--- src/hw/rtl/tmep_pkg.sv ---
// Shared types and constants for the text markup escape parser.
package tmep_pkg;

   // Input word: one message byte and its end-of-message flag.
   typedef struct packed {
      logic [7:0] text_byte;
      logic       end_of_message;
   } tmep_req_type;

   // Result word: one glyph with the attributes in force.
   typedef struct packed {
      logic [7:0] glyph_code;
      logic [7:0] red;
      logic [7:0] green;
      logic [7:0] blue;
      logic [3:0] font_select;
      logic [3:0] wave_frequency;
      logic [3:0] gradient_select;
      logic       message_done;
   } tmep_rsp_type;

   // Configuration register indexes.
   localparam logic [1:0] CSR_FONT_COUNT     = 2'd0;
   localparam logic [1:0] CSR_GRADIENT_COUNT = 2'd1;
   localparam logic [1:0] CSR_ESCAPE_CODE    = 2'd2;

   // Configuration reset values.
   localparam logic [3:0] FONT_COUNT_RESET     = 4'd1;
   localparam logic [3:0] GRADIENT_COUNT_RESET = 4'd0;
   localparam logic [7:0] ESCAPE_CODE_RESET    = 8'd27;

   // Default color level at the start of a message.
   localparam logic [7:0] COLOR_DEFAULT = 8'h80;

   // Characters the parser recognizes.
   localparam logic [7:0] CHAR_0     = 8'h30;
   localparam logic [7:0] CHAR_9     = 8'h39;
   localparam logic [7:0] CHAR_A     = 8'h41;
   localparam logic [7:0] CHAR_C     = 8'h43;
   localparam logic [7:0] CHAR_F     = 8'h46;
   localparam logic [7:0] CHAR_G     = 8'h47;
   localparam logic [7:0] CHAR_S     = 8'h53;
   localparam logic [7:0] CHAR_LOW_A = 8'h61;
   localparam logic [7:0] CHAR_LOW_Z = 8'h7A;
   localparam logic [7:0] CASE_SHIFT = 8'h20;
   localparam logic [7:0] HEX_OFFSET = 8'd10;

endpackage

--- src/hw/rtl/text_markup_escape_parser.sv ---
// Top level of the text markup escape parser.
//
// Message bytes enter on the req_ channel, one per word, each with an
// end-of-message flag. Display text leaves on the rsp_ channel as one word
// per glyph, carrying the color, font, sine frequency and gradient that are
// in force. Escape sequences (escape byte, then C with hex pairs, F, S or G
// with a digit) change the attributes and produce no word.
// Both channels use valid and stall; a word moves when valid is high and
// stall is low. The csr_ port writes font_count, gradient_count and
// escape_code; write only while the block is idle.
// A byte goes from the input register to the output register on its way to
// rsp_. One byte is taken every cycle while req_stall is low; the input
// register is decoded against the parse state into the output register.
// While rsp_stall holds a glyph, one further byte waits in the input
// register, and req_stall rises only if that byte would produce a glyph.
// Reset (synchronous) empties both registers, restores the configuration
// defaults and the default attributes. Attributes also return to gray 0x80,
// font 0, sine 0 and no gradient after the final byte of every message.
module text_markup_escape_parser
   import tmep_pkg::*;
(
   input  logic         clock,
   input  logic         reset,
   input  logic         req_valid,
   output logic         req_stall,
   input  tmep_req_type req_data,
   output logic         rsp_valid,
   input  logic         rsp_stall,
   output tmep_rsp_type rsp_data,
   input  logic         csr_write,
   input  logic [1:0]   csr_index,
   input  logic [7:0]   csr_data
);

   typedef enum logic [3:0] {
      PH_NORMAL,
      PH_ESCAPE,
      PH_RED_HI,
      PH_RED_LO,
      PH_GRN_HI,
      PH_GRN_LO,
      PH_BLU_HI,
      PH_BLU_LO,
      PH_FONT,
      PH_SINE,
      PH_GRAD
   } phase_type;

   // Configuration registers.
   logic [3:0]   font_count_ff;
   logic [3:0]   gradient_count_ff;
   logic [7:0]   escape_code_ff;

   // Input register.
   logic         in_valid_ff;
   tmep_req_type in_data_ff;

   // Parse state.
   phase_type    phase_ff, phase_in;
   logic [3:0]   hold_ff, hold_in;
   logic [7:0]   red_ff, red_in;
   logic [7:0]   green_ff, green_in;
   logic [7:0]   blue_ff, blue_in;
   logic [3:0]   font_ff, font_in;
   logic [3:0]   wave_ff, wave_in;
   logic [3:0]   gradient_ff, gradient_in;

   // Output register.
   logic         rsp_valid_ff;
   tmep_rsp_type rsp_data_ff;

   logic         as_text;
   logic         emit;
   logic         out_free;
   logic         advance;
   logic         is_digit;
   logic [3:0]   digit;
   logic [7:0]   upper_byte;
   logic [7:0]   hex_sum;
   logic [3:0]   nibble;
   logic [7:0]   byte_val;
   logic         last;

   assign byte_val = in_data_ff.text_byte;
   assign last     = in_data_ff.end_of_message;

   // Character classification and hex nibble value.
   always_comb begin
      is_digit   = (byte_val >= CHAR_0) && (byte_val <= CHAR_9);
      digit      = 4'(byte_val - CHAR_0);
      upper_byte = byte_val;
      if ((byte_val >= CHAR_LOW_A) && (byte_val <= CHAR_LOW_Z)) begin
         upper_byte = byte_val - CASE_SHIFT;
      end
      hex_sum = upper_byte + HEX_OFFSET - CHAR_A;
      nibble  = is_digit ? digit : hex_sum[3:0];
   end

   // Next parse state for the byte in the input register.
   always_comb begin
      phase_in    = phase_ff;
      hold_in     = hold_ff;
      red_in      = red_ff;
      green_in    = green_ff;
      blue_in     = blue_ff;
      font_in     = font_ff;
      wave_in     = wave_ff;
      gradient_in = gradient_ff;
      as_text     = 1'b0;

      unique case (phase_ff)
         PH_ESCAPE: begin
            priority if (byte_val == CHAR_C) begin
               phase_in = PH_RED_HI;
            end else if (byte_val == CHAR_F) begin
               phase_in = PH_FONT;
            end else if (byte_val == CHAR_S) begin
               phase_in = PH_SINE;
            end else if (byte_val == CHAR_G) begin
               phase_in = PH_GRAD;
            end else begin
               phase_in = PH_NORMAL;
            end
         end
         PH_RED_HI, PH_GRN_HI, PH_BLU_HI: begin
            if (last) begin
               as_text = 1'b1;
            end else begin
               hold_in  = nibble;
               phase_in = phase_type'(phase_ff + 4'd1);
            end
         end
         PH_RED_LO: begin
            red_in   = {hold_ff, nibble};
            phase_in = PH_GRN_HI;
         end
         PH_GRN_LO: begin
            green_in = {hold_ff, nibble};
            phase_in = PH_BLU_HI;
         end
         PH_BLU_LO: begin
            blue_in  = {hold_ff, nibble};
            phase_in = PH_NORMAL;
         end
         PH_FONT, PH_SINE, PH_GRAD: begin
            if (!is_digit) begin
               as_text = 1'b1;
            end else begin
               if (phase_ff == PH_FONT) begin
                  if (digit < font_count_ff) begin
                     font_in = digit;
                  end
               end else if (phase_ff == PH_SINE) begin
                  wave_in = digit;
               end else begin
                  if (digit <= gradient_count_ff) begin
                     gradient_in = digit;
                  end
               end
               phase_in = PH_NORMAL;
            end
         end
         default: begin
            as_text = 1'b1;
         end
      endcase

      // Text bytes either start an escape or become a glyph.
      emit = 1'b0;
      if (as_text) begin
         if (byte_val == escape_code_ff) begin
            phase_in = PH_ESCAPE;
         end else begin
            phase_in = PH_NORMAL;
            emit     = 1'b1;
         end
      end

      // Every message starts from the default attributes.
      if (last) begin
         phase_in    = PH_NORMAL;
         hold_in     = 4'd0;
         red_in      = COLOR_DEFAULT;
         green_in    = COLOR_DEFAULT;
         blue_in     = COLOR_DEFAULT;
         font_in     = 4'd0;
         wave_in     = 4'd0;
         gradient_in = 4'd0;
      end
   end

   // Handshake: the held byte moves on unless its glyph has nowhere to go.
   assign out_free  = !rsp_valid_ff || !rsp_stall;
   assign advance   = in_valid_ff && (!emit || out_free);
   assign req_stall = in_valid_ff && !advance;

   // Configuration writes.
   always_ff @(posedge clock) begin
      if (reset) begin
         font_count_ff     <= FONT_COUNT_RESET;
         gradient_count_ff <= GRADIENT_COUNT_RESET;
         escape_code_ff    <= ESCAPE_CODE_RESET;
      end else if (csr_write) begin
         unique case (csr_index)
            CSR_FONT_COUNT:     font_count_ff     <= csr_data[3:0];
            CSR_GRADIENT_COUNT: gradient_count_ff <= csr_data[3:0];
            CSR_ESCAPE_CODE:    escape_code_ff    <= csr_data;
            default: ;
         endcase
      end
   end

   // Input register.
   always_ff @(posedge clock) begin
      if (reset) begin
         in_valid_ff <= 1'b0;
      end else if (!req_stall) begin
         in_valid_ff <= req_valid;
      end
   end

   always_ff @(posedge clock) begin
      if (req_valid && !req_stall) begin
         in_data_ff <= req_data;
      end
   end

   // Parse state update as each byte leaves the input register.
   always_ff @(posedge clock) begin
      if (reset) begin
         phase_ff    <= PH_NORMAL;
         hold_ff     <= 4'd0;
         red_ff      <= COLOR_DEFAULT;
         green_ff    <= COLOR_DEFAULT;
         blue_ff     <= COLOR_DEFAULT;
         font_ff     <= 4'd0;
         wave_ff     <= 4'd0;
         gradient_ff <= 4'd0;
      end else if (advance) begin
         phase_ff    <= phase_in;
         hold_ff     <= hold_in;
         red_ff      <= red_in;
         green_ff    <= green_in;
         blue_ff     <= blue_in;
         font_ff     <= font_in;
         wave_ff     <= wave_in;
         gradient_ff <= gradient_in;
      end
   end

   // Output register; glyphs carry the attributes before this byte's update.
   always_ff @(posedge clock) begin
      if (reset) begin
         rsp_valid_ff <= 1'b0;
      end else if (advance && emit) begin
         rsp_valid_ff <= 1'b1;
      end else if (!rsp_stall) begin
         rsp_valid_ff <= 1'b0;
      end
   end

   always_ff @(posedge clock) begin
      if (advance && emit) begin
         rsp_data_ff.glyph_code      <= byte_val;
         rsp_data_ff.red             <= red_ff;
         rsp_data_ff.green           <= green_ff;
         rsp_data_ff.blue            <= blue_ff;
         rsp_data_ff.font_select     <= font_ff;
         rsp_data_ff.wave_frequency  <= wave_ff;
         rsp_data_ff.gradient_select <= gradient_ff;
         rsp_data_ff.message_done    <= last;
      end
   end

   assign rsp_valid = rsp_valid_ff;
   assign rsp_data  = rsp_data_ff;

endmodule
--- config.mk ---
export PLATFORM = sky130hd
export DESIGN_NAME = text_markup_escape_parser
export DESIGN_NICKNAME = d
export VERILOG_FILES = /design/src/hw/rtl/tmep_pkg.sv /design/src/hw/rtl/text_markup_escape_parser.sv
export SDC_FILE = /design/constraint.sdc
export NUM_CORES = 1
export LEC_CHECK = 0
export BUFFER_PORTS_ARGS = -buffer_cell sky130_fd_sc_hd__buf_2
export CORE_UTILIZATION = 40
export DETAILED_ROUTE_END_ITERATION = 8
export PLACE_DENSITY = 0.71
export RECOVER_POWER = 50
export SLEW_MARGIN = 20
export SYNTH_ARGS = -nofsm -noshare
export SYNTH_HDL_FRONTEND = slang
export SYNTH_SLANG_ARGS = --single-unit
--- constraint.sdc ---
create_clock -name clock -period 4.1 [get_ports clock]
set_input_delay 0.41 -clock clock [delete_from_list [all_inputs] [get_ports clock]]
set_output_delay 0.41 -clock clock [all_outputs]
set_load 0.005 [all_outputs]
==> results.toml <==
[grt]
grtUsageTotal_pct = 16.4
grt_max_degree = 69
grt_pass1_wl_um = 15800
grt_pass1_vias = 3235
grt_overflow = 0
antenna_found_initial = 0

[clocking]
clock-sinks = 116
postCtsSetupBuffers = 0
path_clk_slew_ps = 50
clock-root-buffer = "clkbuf_16"
cts_buffers = 17
htree_levels = 4
cts-resized-gates = 0
clk_latency_ps = 410
holdBufCountCts = 0
clock_path_buffers = 2
cts_tree = "built"

[final_layout]
utilization_pct = 50.8
layout.cells.non_filler = 631
antenna_cells = 0
final_cell_mix = "62 x dfxtp_1, 54 x edfxtp_1, 54 x buf_2, 42 x mux2i_1, 36 x nand2b_1"
area_delta_synth_final_pct = 22.1
final_common_cell = "dfxtp_1"
fin_nets = 515
drive_gt1_share_pct = 20.3
finalInstanceArea_um2 = 5900

[sta]
finalHoldViolations = 0
tns_ps = 0
final_max_slew_viol_count = 69
skew_ps = 10.3
tightest_slew_ps = 2500
max_slew_margin_pct = -66.5
max_freq_mhz = 307
fin_crit_ps = 3260
fin_ws_ps = 839
rsz0062_at_grt = "false"
setup_violations = 0
fin_crit_sh_pct = 79.5

[floorplanning]
fp.dieArea_um2 = 12500
die_w_um = 112
ios = 71
start_util_pct = 41.6
rows = 39
core_area_um2 = 11600
die_h_um = 112

[worst_setup_path]
cp_slowest_cell = "edfxtp_1"
critPathMostFrequentCell = "inv_1"
critPathCaptureType = "primary output"
cp_max_fo = 10
cp_top_family = "compound AO/OA/AOI/OAI gates"
slowest_delay_ps = 560
path_buf_inv = 3
crit_arrival_ps = 2850
crit_type = "flop to primary output"
required_ps = 3690
crit_path_cell_trace = "inv_1 -> ha_1 -> o21bai_1 -> a2111o_1 -> a221o_1 -> nand3_1 -> or2_2 -> inv_1 -> buf_2"
startpoint_type = "flop"

[job]
cap_viol_max_count = 1

[synth]
synth_top_area_cell = "edfxtp_1"
seq_area_frac_synth_pct = 59.2
synth.area.mux_share_pct = 9.86
ys.warnings.count = 0
synth_simple_gate_area_share_pct = 13.0
synth-async-reset-ratio_pct = 0
ys_seq_elements = 116
synth_enable_flop_cells = 54
avgSynthCellArea_um2 = 12.1
syn_area_um2 = 4830
synth_nets = 440
ys_types = 50
postSynthCellCount = 400
synth_top_family_by_area = "simple AND/OR/NAND/NOR gates"
synth_area_leaders = "edfxtp_1 34%, dfxtp_1 26%, mux2i_1 8.7%, nand2b_1 4.7%, ha_1 4.1%"
synth_xor_area_share_pct = 1.99
synth_top_area_share_pct = 33.5
synthAdderAreaFrac_pct = 4.14
synth_top_flop_cell = "dfxtp_1"
synth_compound_area_share_pct = 8.33

[route]
vias_per_cell = 5.00
firstDrtPassIters = 8
antenna_left = 0
topRoutingLayerUsed = "met4"
wl_per_cell_um = 15.0
wl_met3_um = 471
wl_met2_um = 4450
met1_length_um = 4430
vias = 3156
drc = 5
drt_iter0_markers = 215
wl_um = 9450

[pwr]
irDropWorstVdd_v = 0.000203
power.density_nw_per_um2 = 505
p_leak_uw = 0.00234

[placed_design]
dpl_cell_area_um2 = 5300
place_congestion = 0.864
place_ws_ps = 939
dp.cells = 599
portBuffers = 70
dpl.hpwl_um = 6470

[status]
violations = "DRC, capacitance limit, slew limit"
status = "finished, violations left"

[worst_hold_path]
hold_class = "input port to flop"
[per-stage QoR]
stage,total power (µW),hold slack [ps]
final,2980,174
after global routing,3080,160
after CTS,3010,167
after detailed placement,1450,417
after global placement,1440,413
after floorplan,1390,401
[synthesized netlist by cell type (3+ instances only)]
library cell / instances
a21oi_1: 19
nand2_1: 16
nor3_1: 4
ha_1: 16
o21ai_0: 6
clkbuf_1: 9
a21o_1: 3
and2b_1: 3
nand2b_1: 36
mux2_4: 3
buf_6: 4
o32ai_1: 3
a211o_1: 5
nor2_1: 34
nand3b_1: 3
xor2_1: 9
or2_2: 3
mux2i_1: 42
edfxtp_1: 54
nor2b_1: 9
dfxtp_1: 62
inv_1: 21
[cell families after synthesis]
| group | after synthesis |
|---|---|
| buf+inv | 36 |
| compound gates | 56 |
| flops | 116 |
| simple gates | 119 |
| mux | 46 |
| xor+xnor | 11 |
| fa+ha+maj | 16 |
[worst paths after layout]
check	startpoint	to	slack [ps]	cells after the start
setup / recovery	byte_val[1]	req_stall	840	9
hold / removal	req_data[8]	byte_val[7]	170	1
setup reg to reg	byte_val[1]	green_ff[1]	910	8
hold reg to reg	red_ff[1]	rsp_data[30]	430	0
[layout make-up]
type                    instances  area [µm²]
fillers                      1018        5710
repair buffers                 71         338
multi-input cells             248        1820
well taps                     143         179
inverters                      21        78.8
clock inverters                14         199
clock buffers                  18         429
flip-flops and latches        116        2860
[layer usage]
metal | GRT usage (%) | up-vias
li1 | - | 1560
met1 | 20.0 | 1495
met2 | 27.0 | 88
met3 | 5.39 | 13
met4 | 5.96 | 0
met5 | 0 | -
[sequential cells by signal, summed over array words and instances (netlist names), 4 cells and up]
name	cells
hold_ff	4
red_ff	8
phase_ff	4
wave_ff	4
blue_ff	8
gradient_ff	4
gradient_count_ff	4
rsp_data	45
byte_val	8
font_count_ff	4
escape_code_ff	8
green_ff	8
font_ff	4
[report_power, final]
group,total [µW],switching [µW],internal (µW)
sequential,1280,26.5,1250
combinational,144,80.7,63.6
clock,1560,534,1020
Note: power is estimated with default switching activity, not from simulation.
